<file path="config.mk">
export PLATFORM = sky130hd
export DESIGN_NAME = ppa_ctrl
export DESIGN_NICKNAME = d
export VERILOG_FILES = /design/src/rtl/core/ppa_pkg.sv /design/src/rtl/core/ppa_ctrl.sv
export SDC_FILE = /design/constraint.sdc
export NUM_CORES = 1
export LEC_CHECK = 0
export BUFFER_PORTS_ARGS = -buffer_cell sky130_fd_sc_hd__buf_2
export CORE_AREA = 2 2 39 41
export DETAILED_ROUTE_END_ITERATION = 10
export DIE_AREA = 0 0 41 43
export PLACE_DENSITY_LB_ADDON = 0.25
export SETUP_SLACK_MARGIN = 0.4
export SYNTH_ARGS = -nofsm -noshare
export SYNTH_HDL_FRONTEND = slang
export SYNTH_SLANG_ARGS = --single-unit
</file>
<file path="constraint.sdc">
create_clock -name clock -period 1.6 [get_ports clock]
set_input_delay 0.16 -clock clock [delete_from_list [all_inputs] [get_ports clock]]
set_output_delay 0.16 -clock clock [all_outputs]
set_load 0.02 [all_outputs]
</file>
<file path="src/rtl/core/ppa_pkg.sv">
// ---------------------------------------------------------------------------
// ppa_pkg
// Shared constants, status codes and control/status types of the page
// allocator.
// ---------------------------------------------------------------------------
package ppa_pkg;

   localparam int MAX_PAGES  = 8192;
   localparam int PAGE_SHIFT = 12;
   localparam int ADDR_W     = 32;
   localparam int REG_W      = 14;
   localparam int BIT_W      = 5;
   localparam int WORD_BITS  = 1 << BIT_W;
   localparam int WORDS      = MAX_PAGES / WORD_BITS;
   localparam int WORD_AW    = $clog2(WORDS);
   localparam int IDX_W      = $clog2(MAX_PAGES);
   localparam int STATUS_W   = 3;

   localparam logic [STATUS_W-1:0] ST_OK         = 3'd0;
   localparam logic [STATUS_W-1:0] ST_NOMEM      = 3'd1;
   localparam logic [STATUS_W-1:0] ST_MISALIGNED = 3'd2;
   localparam logic [STATUS_W-1:0] ST_RANGE      = 3'd3;
   localparam logic [STATUS_W-1:0] ST_NOT_HELD   = 3'd4;

   localparam logic CMD_ALLOC   = 1'b0;
   localparam logic CMD_RELEASE = 1'b1;

   localparam logic REG_PAGE_TOTAL  = 1'b0;
   localparam logic REG_FIRST_ALLOC = 1'b1;

   typedef struct packed {
      logic                load;
      logic                rd;
      logic                adv;
      logic                wr_alloc;
      logic                wr_rel;
      logic                set_status;
      logic [STATUS_W-1:0] status;
      logic                out_load;
   } dp_cmd_type;

   typedef struct packed {
      logic is_release;
      logic empty;
      logic misaligned;
      logic out_of_range;
      logic hit;
      logic last_word;
      logic held;
   } dp_sts_type;

endpackage

</file>
<file path="src/rtl/core/ppa_ctrl.sv">
// ---------------------------------------------------------------------------
// ppa_ctrl
// Request sequencer: scan, release check and result handoff.
// ---------------------------------------------------------------------------
module ppa_ctrl (
   input  logic                clock,
   input  logic                reset,
   input  logic                req_valid,
   output logic                req_ready,
   output logic                rsp_valid,
   input  logic                rsp_ready,
   output ppa_pkg::dp_cmd_type cmd,
   input  ppa_pkg::dp_sts_type sts
);

   localparam logic [2:0] S_IDLE      = 3'd0;
   localparam logic [2:0] S_ALLOC_RD  = 3'd1;
   localparam logic [2:0] S_ALLOC_CHK = 3'd2;
   localparam logic [2:0] S_REL_RD    = 3'd3;
   localparam logic [2:0] S_REL_CHK   = 3'd4;
   localparam logic [2:0] S_RESP      = 3'd5;

   logic [2:0] state_ff, state_in;
   logic       rsp_valid_ff, rsp_valid_in;

   assign req_ready = (state_ff == S_IDLE);
   assign rsp_valid = rsp_valid_ff;

   always_comb begin
      state_in     = state_ff;
      rsp_valid_in = rsp_valid_ff && !rsp_ready;
      cmd          = '0;
      unique case (state_ff)
         S_IDLE: begin
            if (req_valid) begin
               cmd.load = 1'b1;
               state_in = S_ALLOC_RD;
            end
         end
         S_ALLOC_RD: begin
            if (sts.is_release) begin
               state_in = S_REL_RD;
            end else if (sts.empty) begin
               cmd.set_status = 1'b1;
               cmd.status     = ppa_pkg::ST_NOMEM;
               state_in       = S_RESP;
            end else begin
               cmd.rd   = 1'b1;
               state_in = S_ALLOC_CHK;
            end
         end
         S_ALLOC_CHK: begin
            if (sts.hit) begin
               cmd.wr_alloc   = 1'b1;
               cmd.set_status = 1'b1;
               cmd.status     = ppa_pkg::ST_OK;
               state_in       = S_RESP;
            end else if (sts.last_word) begin
               cmd.set_status = 1'b1;
               cmd.status     = ppa_pkg::ST_NOMEM;
               state_in       = S_RESP;
            end else begin
               cmd.adv  = 1'b1;
               state_in = S_ALLOC_RD;
            end
         end
         S_REL_RD: begin
            if (sts.misaligned) begin
               cmd.set_status = 1'b1;
               cmd.status     = ppa_pkg::ST_MISALIGNED;
               state_in       = S_RESP;
            end else if (sts.out_of_range) begin
               cmd.set_status = 1'b1;
               cmd.status     = ppa_pkg::ST_RANGE;
               state_in       = S_RESP;
            end else begin
               cmd.rd   = 1'b1;
               state_in = S_REL_CHK;
            end
         end
         S_REL_CHK: begin
            cmd.set_status = 1'b1;
            if (sts.held) begin
               cmd.wr_rel = 1'b1;
               cmd.status = ppa_pkg::ST_OK;
            end else begin
               cmd.status = ppa_pkg::ST_NOT_HELD;
            end
            state_in = S_RESP;
         end
         S_RESP: begin
            if (!rsp_valid_ff || rsp_ready) begin
               cmd.out_load = 1'b1;
               rsp_valid_in = 1'b1;
               state_in     = S_IDLE;
            end
         end
         default: begin
            state_in = S_IDLE;
         end
      endcase
   end

   always_ff @(posedge clock) begin
      if (reset) begin
         state_ff     <= S_IDLE;
         rsp_valid_ff <= 1'b0;
      end else begin
         state_ff     <= state_in;
         rsp_valid_ff <= rsp_valid_in;
      end
   end

endmodule

</file>
# Word level (Yosys, flattened, before mapping)
# Index checks and enable logic that the tools add are counted.
# totals
reg_bits	4
output_inout_bits	12
elab_cells	49
inputBits	11
# classes
n_reduce_logical	6
muxes	34
eq_ne	7
# op_table
cell	n
$mux W4	6
$mux W3	7
$pmux W3 S6	1
$mux W1	17
$pmux W4 S4	1
$eq A3 B2 Y1 const B	2
$eq A3 B3 Y1 const B	2
$ne A2 B2 Y1 const B	2
$eq A3 B1 Y1 const B	1
$logic_not A3 Y1	1
$logic_not A1 Y1	2
$mux W2	1
$pmux W1 S2	1
$reduce_and A2 Y1	1
$logic_and A1 B1 Y1	1
$logic_or A1 B1 Y1	1

# Longest topological paths before layout
# Gate-level depths: netlist of run 1.
# logic_depth
ltp_word	4
ltp_mapped	5
mapped_depth_nobuf	4

# Least setup slack after synthesis of run 1
# No wires, ideal clock.
# synth_timing
path_kind	register to output
startpoint	register state_ff[1]
endpoint	output port cmd[9] (netlist bit)
required_time_ns	1.440
setup_slack_ns	0.132
arrival_time_ns	1.308
n_path_buf	1
path_stages_with_launch	4
cell_sequence	dfxtp_1 buf_6 nor3_1 and2_1
# synth_lines
item	line	rtl
from (decl)	ppa_ctrl.sv:23	logic [2:0] state_ff, state_in;
from (signal assigned)	ppa_ctrl.sv:109	state_ff <= state_in;
to (decl)	ppa_ctrl.sv:12	output ppa_pkg::dp_cmd_type cmd,

==> results of run 1 <==
## worst max-delay path, stage by stage, from the launching register on
cell	delay, ns
dfxtp_4	0.35
or3_4	0.35
nand3_2	0.07
nand3_2	0.06
buf_6	0.13
## logic make-up after synthesis
| logic type | after synthesis | synth area share [%] |
|---|---|---|
| AOI/OAI and AO/OA | 10 | 16.4 |
| DFF | 4 | 22.9 |
| buffers and inverters | 4 | 9.64 |
| and+or+nand+nor | 30 | 51.1 |
## metal layers
metal	track usage (%)	part of all wire, %
met1	14.9	40
met2	21.9	54
met3	7.85	5.5
met4	6.67	0
met5	0	0
## per-stage QoR
| step | utilization [%] | area (um2) | worst slack (ns) | hold slack (ns) | std cells |
|---|---|---|---|---|---|
| 2_1_floorplan | - | 368 | 0.347 | 0.229 | 48 |
| 3_3_place_gp | 34.4 | 475 | 0.239 | 0.383 | 84 |
| 3_5_place_dp | 34.4 | 475 | 0.213 | 0.379 | 84 |
| 4_1_cts | 47.1 | 652 | 0.253 | 0.124 | 93 |
| 5_1_grt | 54.2 | 751 | 0.182 | 0.127 | 96 |
| 6_report | 54.2 | 751 | 0.242 | 0.130 | 96 |
## layout make-up
| type | instances | area, um2 |
|---|---|---|
| inverter | 1 | 3.75 |
| clock buffer | 3 | 22.5 |
| multi-input combinational | 40 | 335 |
| timing repair buffer | 32 | 278 |
| sequential | 4 | 91.3 |
| tap | 16 | 20.0 |
| fill | 124 | 633 |
## flip-flops by register name, summed over array words and instances, names as in the netlist
register,count
rsp_valid,1
state_ff,3
## power by group through the flow
stage          Combinational (W)  Sequential, W  Clock [W]
2_1_floorplan           0.000119       0.000120          0
3_3_place_gp            0.000143       0.000134          0
3_5_place_dp            0.000142       0.000135          0
4_1_cts                 0.000222       0.000122   0.000130
5_1_grt                 0.000311       0.000129   0.000142
6_report                0.000289       0.000128   0.000125
## synth_stat cells (all sizes together)
cell type,instances,area (um2)
a21oi,5,25.0
a31oi,2,12.5
a32oi,1,8.76
and2,1,6.26
and3,1,6.26
buf,3,30.0
dfxtp,4,80.1
inv,1,3.75
nand2,3,11.3
nand2b,3,18.8
nand3,3,20.0
nand3b,1,7.51
nor2,8,30.0
nor2b,2,12.5
nor3,3,20.0
nor3b,3,22.5
nor4,1,12.5
o21ai,1,5.00
o22ai,1,6.26
or3,1,11.3
## how the worst max path moves through the flow
stage / slack (ns) / startpoint / to
final: 0.24 / state_ff[0]$_SDFFE_PP0P_ / cmd[4]
after global routing: 0.18 / state_ff[0]$_SDFFE_PP0P_ / cmd[1]
after CTS: 0.25 / state_ff[0]$_SDFFE_PP0P_ / cmd[4]
after detailed placement: 0.21 / state_ff[0]$_SDFFE_PP0P_ / cmd[4]
after global placement: 0.24 / state_ff[0]$_SDFFE_PP0P_ / cmd[4]
after floorplan: 0.35 / state_ff[1]$_SDFFE_PP0P_ / cmd[9]
## what timing repair did
action                                  CTS  global route
endpoints found under the setup margin   12            12
pin swaps                                 6             5
resized for setup                        31            13
cloned                                    0             1
setup buffers                             6             2
## placed cells by master, fill, tap and decap left out, types with 2 or more instances in the layout
cell type	n
buf_12	2
buf_4	12
buf_2	11
nor3b_2	2
nor2_2	2
nand3_2	3
nand2b_1	2
a31oi_1	2
a21oi_1	4
clkbuf_4	3
nand2_1	2
nor2b_1	2
nor2_4	2
dfxtp_4	3
buf_6	6
nor3_4	2
nor2_1	4
==> run_results.csv, run 1 <==
group,metric,value,unit
floorplanning,std_cell_rows,14,
critical_path,r2r_start,"state_ff[1]$_SDFFE_PP0P_",
hold_path,min_path_cells,2,
synthesis,synth_cells,48,
final_layout,nNetsFinal,93,
drt,firstDrtPassIters,4,
cts,cts_max_level,1,
place,hpwlAfterDp,637,um
sta,timing.setup.tns,0,ns
critical_path,cp.arrival,1.20,ns
sta,fin_skew,0.00486,ns
global_route,grt_antenna_before_repair,0,
critical_path,worstSetupEndpointType,"output pin",
hold_path,min_to,"state_ff[2]$_SDFFE_PP0P_",
sta,rsz0062_at_grt,"true",
critical_path,rr_endpoint,"state_ff[0]$_SDFFE_PP0P_",
sta,setup_viol,0,
sta,final.min_clock_period,1.36,ns
floorplanning,core,1380,um2
synthesis,synth_nets,59,
power_and_ir_drop,combPwrFrac,53.3,%
final_layout,synthToLayoutAreaGrowth,114,%
power_and_ir_drop,clkPwrFrac,23.1,%
drt,drt_iter0_markers,6,
hold_path,hp-start,"reset",
power_and_ir_drop,switchingPower,0.000190,W
drt,wire_per_inst,11.6,um
power_and_ir_drop,p_leak,0.320,nW
critical_path,worst-r2r-cell-count,6,
critical_path,cp_max_fo,3,
power_and_ir_drop,ir_drop,0.381,mV
sta,max_freq,736,MHz
synthesis,syn_avg_cell_area,7.30,um2
floorplanning,ios,23,
cts,cts_hold_buf,0,
floorplanning,die_h,43,um
power_and_ir_drop,p_sw_share,35.0,%
drt,ant_nets,0,
global_route,grt_max_degree,16,
synthesis,ys_ff_latch,4,
sta,slew_headroom,77.5,%
power_and_ir_drop,total_power,0.000542,W
global_route,grt_pass1_wl,1670,um
critical_path,cp-start-kind,"flip-flop",
synthesis,yosysWarnings,0,
drt,route.vias.total,469,
cts,cts_tree,"built",
cts,numCtsBuffers,3,
power_and_ir_drop,pwr-share-seq,23.6,%
floorplanning,dieArea,1760,um2
place,gp_congestion,0.691,
cts,clk_pin_slew_worst_paths,0.04,ns
power_and_ir_drop,p_int,0.000352,W
final_layout,drive_above_1_share,71.3,%
drt,routed_wl,1120,um
synthesis,ys_seq_area_share,22.9,%
synthesis,synthDistinctLibCells,23,
global_route,grt_overflow,0,
flow_run,drv_cap,0,
cts,cts_root_buffer,"clkbuf_4",
outcome,status,"finished clean",
hold_path,hp-class,"input port to flip-flop",
power_and_ir_drop,pwr_density_cell,721,nW/um2
drt,route.detailed.drc,0,
sta,hold_violations,0,
critical_path,reg2reg_slack,0.32,ns
final_layout,antennaDiodeCount,0,
floorplanning,start_util,25.3,%
drt,vias_per_cell,4.89,
cts,clockBufferDepth,2,
synthesis,netlist_area,350,um2
cts,clock-sinks,4,
critical_path,required,1.44,ns
global_route,grt_pass1_vias,429,
floorplanning,dieWidth,41,um
critical_path,criticalPathCategory,"flip-flop to output pin",
place,io_buffer_count,22,
global_route,groute.usage.overall,14.2,%
sta,worst_pin_slew,0.336,ns
sta,drv_slew,0,
sta,timing.final.crit_share,84.9,%
cts,clock_latency,0.24,ns
Note: power is estimated with default switching activity, not from simulation.
==> inputs of run 2 (changes only) <==
--- a/config.mk
+++ b/config.mk
@@ -5,6 +5,7 @@
 export SDC_FILE = /design/constraint.sdc
 export NUM_CORES = 1
 export LEC_CHECK = 0
+export ABC_AREA = 1
 export BUFFER_PORTS_ARGS = -buffer_cell sky130_fd_sc_hd__buf_2
 export CORE_AREA = 2 2 39 41
 export DETAILED_ROUTE_END_ITERATION = 10
==> constraint.sdc (replaced) <==
create_clock -name clock -period 1.3 [get_ports clock]
set_input_delay 0.13 -clock clock [delete_from_list [all_inputs] [get_ports clock]]
set_output_delay 0.13 -clock clock [all_outputs]
set_load 0.02 [all_outputs]
==> run 2 against run 1 <==
  * The flow now finishes with violations (setup timing)
  * Power grew 53%
  * Routed wire length shrank 6.5%
  * Synthesized cell count rose by 19%
  * Worst hold slack worse by 0.024 ns
  * Combinational power increased by 66%
  * Highest routed layer unchanged
==> run_results.csv, run 2 <==
group,metric,value,unit
global_route,groute.usage.overall,13.9,%
drt,wire_per_inst,10.1,um
cts,clock_latency,0.23,ns
synthesis,synth.area.top_cells,"dfxtp_1, nor2_1, inv_1",
synthesis,synthDominantCellAreaShare,24.8,%
synthesis,synth_nets,68,
power_and_ir_drop,clkPwrFrac,20.0,%
drt,drt_iter0_markers,4,
critical_path,cp_num_buf_inv,1,
sta,rsz0062_at_grt,"true",
power_and_ir_drop,combPwrFrac,57.6,%
synthesis,ys_seq_area_share,24.8,%
power_and_ir_drop,pwr_density_cell,1080,nW/um2
final_layout,final_cells,103,
critical_path,cp_top_family,"simple AND/OR/NAND/NOR gates",
floorplanning,dieArea,1760,um2
drt,firstDrtPassIters,4,
critical_path,slowest_stage,"dfxtp_4",
sta,setup_viol,1,
global_route,grt_pass1_vias,455,
critical_path,criticalPathCategory,"flip-flop to output pin",
flow_run,drv_cap,0,
sta,timing.final.ws_setup,-0.0170,ns
sta,timing.final.crit_share,101,%
floorplanning,std_cell_rows,14,
final_layout,nNetsFinal,99,
critical_path,crit_chain,"nor3_4 > nand3_2 > nand3_4 > buf_6",
synthesis,synth_largest_area_cell,"dfxtp_1",
synthesis,syn_avg_cell_area,5.66,um2
outcome,violations,"setup timing",
synthesis,synthFlopType,"dfxtp_1",
critical_path,max_stage_delay,0.36,ns
final_layout,antennaDiodeCount,0,
floorplanning,core,1380,um2
power_and_ir_drop,ir_drop,0.455,mV
synthesis,netlist_area,323,um2
synthesis,synth_edf_count,0,
power_and_ir_drop,p_sw_share,41.5,%
drt,route.vias.total,471,
critical_path,cp-start-kind,"flip-flop",
place,post_dp_cell_area,574,um2
drt,ant_nets,0,
place,hpwlAfterDp,736,um
synthesis,ys_ff_latch,4,
floorplanning,ios,23,
place,io_buffer_count,22,
synthesis,synthArstFlopShare,0,%
synthesis,yosysWarnings,0,
synthesis,synthDistinctLibCells,15,
power_and_ir_drop,switchingPower,0.000345,W
sta,drv_slew,0,
cts,cts_hold_buf,0,
sta,fin_skew,0.00946,ns
floorplanning,die_h,43,um
synthesis,synth.most_common_cell,"nor2_1",
floorplanning,dieWidth,41,um
drt,vias_per_cell,4.57,
sta,slew_headroom,81.7,%
final_layout,largest_reg_flops,3,
cts,clk_pin_slew_worst_paths,0.04,ns
cts,cts_tree,"built",
place,dp_cells,95,
power_and_ir_drop,p_leak,0.353,nW
final_layout,drive_above_1_share,72.4,%
cts,clock-sinks,4,
sta,max_freq,759,MHz
final_layout,fillers,142,
critical_path,required,1.17,ns
final_layout,synthToLayoutAreaGrowth,138,%
hold_path,hp-class,"input port to flip-flop",
final_layout,final_area,769,um2
power_and_ir_drop,pwr-share-seq,22.3,%
final_layout,layout_commonest_cell,"buf_6",
drt,route.detailed.drc,0,
place,gp_congestion,0.763,
global_route,grt_max_degree,7,
global_route,grt_pass1_wl,1710,um
outcome,status,"finished, violations left",
critical_path,worstSetupEndpointType,"output pin",
final_layout,mostFrequentLayoutCells,"buf_6, buf_2, nor2_1, nor2_4, inv_1",
cts,numCtsBuffers,3,
cts,cts_max_level,1,
critical_path,cp_max_fo,5,
power_and_ir_drop,p_int,0.000486,W
synthesis,synth_cells,57,
final_layout,top_register,"state_ff",
cts,clockBufferDepth,2,
drt,routed_wl,1050,um
sta,hold_violations,0,
sta,hold_slack,0.106,ns
synthesis,synth_top_cells_by_count,"nor2_1, inv_1, nand3_1",
cts,cts_root_buffer,"clkbuf_4",
critical_path,cp.arrival,1.19,ns
floorplanning,start_util,23.3,%
global_route,grt_antenna_before_repair,0,
global_route,grt_overflow,0,
sta,worst_pin_slew,0.274,ns
sta,final.min_clock_period,1.32,ns
run 2: changes by cell type after synthesis, sizes merged, moves of 3 or more:
cell / delta
nand3: +5
inv: +12
nand2b: -3
nor2: +9
nor3b: -3
buf: -3
run 2: power groups by stage:
| stage | clock (W) | sequential [W] | combinational, W |
|---|---|---|---|
| finish | 0.000166 | 0.000186 | 0.000479 |
| global route | 0.000186 | 0.000188 | 0.000519 |
| CTS | 0.000170 | 0.000184 | 0.000458 |
| detailed placement | 0 | 0.000181 | 0.000331 |
| global placement | 0 | 0.000180 | 0.000327 |
| floorplan | 0 | 0.000178 | 0.000250 |
run 2: metrics by stage:
stage | total power, W | setup TNS, ns | worst slack, ns | util (%)
floorplan | 0.000428 | 0 | 0.277 | -
global placement | 0.000508 | 0 | 0.110 | 41.5
detailed placement | 0.000512 | 0 | 0.115 | 41.5
CTS | 0.000812 | -0.0106 | -0.0106 | 53.3
global route | 0.000894 | -0.433 | -0.0861 | 55.6
finish | 0.000831 | -0.0170 | -0.0170 | 55.6
run 2: layout make-up:
class | count | area (um2) | area share, %
inverters | 13 | 58.8 | 7.64
multi-input cells | 40 | 345 | 44.9
flip-flops and latches | 4 | 91.3 | 11.9
repair buffers | 26 | 228 | 29.6
well taps | 16 | 20.0 | 2.60
clock buffers | 4 | 26.3 | 3.41
run 2: cells by family (layout without fill, tap and decap cells):
group | Yosys count | count (layout) | synth area share [%]
AOI/OAI and AO/OA | 6 | 6 | 12.4
DFF | 4 | 4 | 24.8
and+or+nand+nor | 34 | 34 | 47.7
buffers and inverters | 13 | 43 | 15.1
run 2: path summary, 6_finish.rpt:
kind	slack, ns	end	cells past startpoint	from
setup reg to reg	0.14	state_ff[2]$_SDFFE_PP0P_	9	state_ff[2]$_SDFFE_PP0P_
setup / recovery	-0.02	cmd[1]	4	state_ff[2]$_SDFFE_PP0P_
hold reg to reg	0.54	rsp_valid$_SDFF_PP0_	2	rsp_valid$_SDFF_PP0_
hold / removal	0.11	state_ff[0]$_SDFFE_PP0P_	2	reset
run 2: timing repair:
action,4_1_cts,5_1_grt
pin swaps,10,4
setup endpoints to repair,13,14
setup buffers,3,1
resized for setup,33,7
run 2: metal layers:
| metal | wire length (um) | track usage (%) |
|---|---|---|
| met5 | 0 | 0 |
| met3 | 43 | 3.14 |
| met2 | 618 | 24.7 |
| met4 | 0 | 4.00 |
| met1 | 383 | 15.1 |
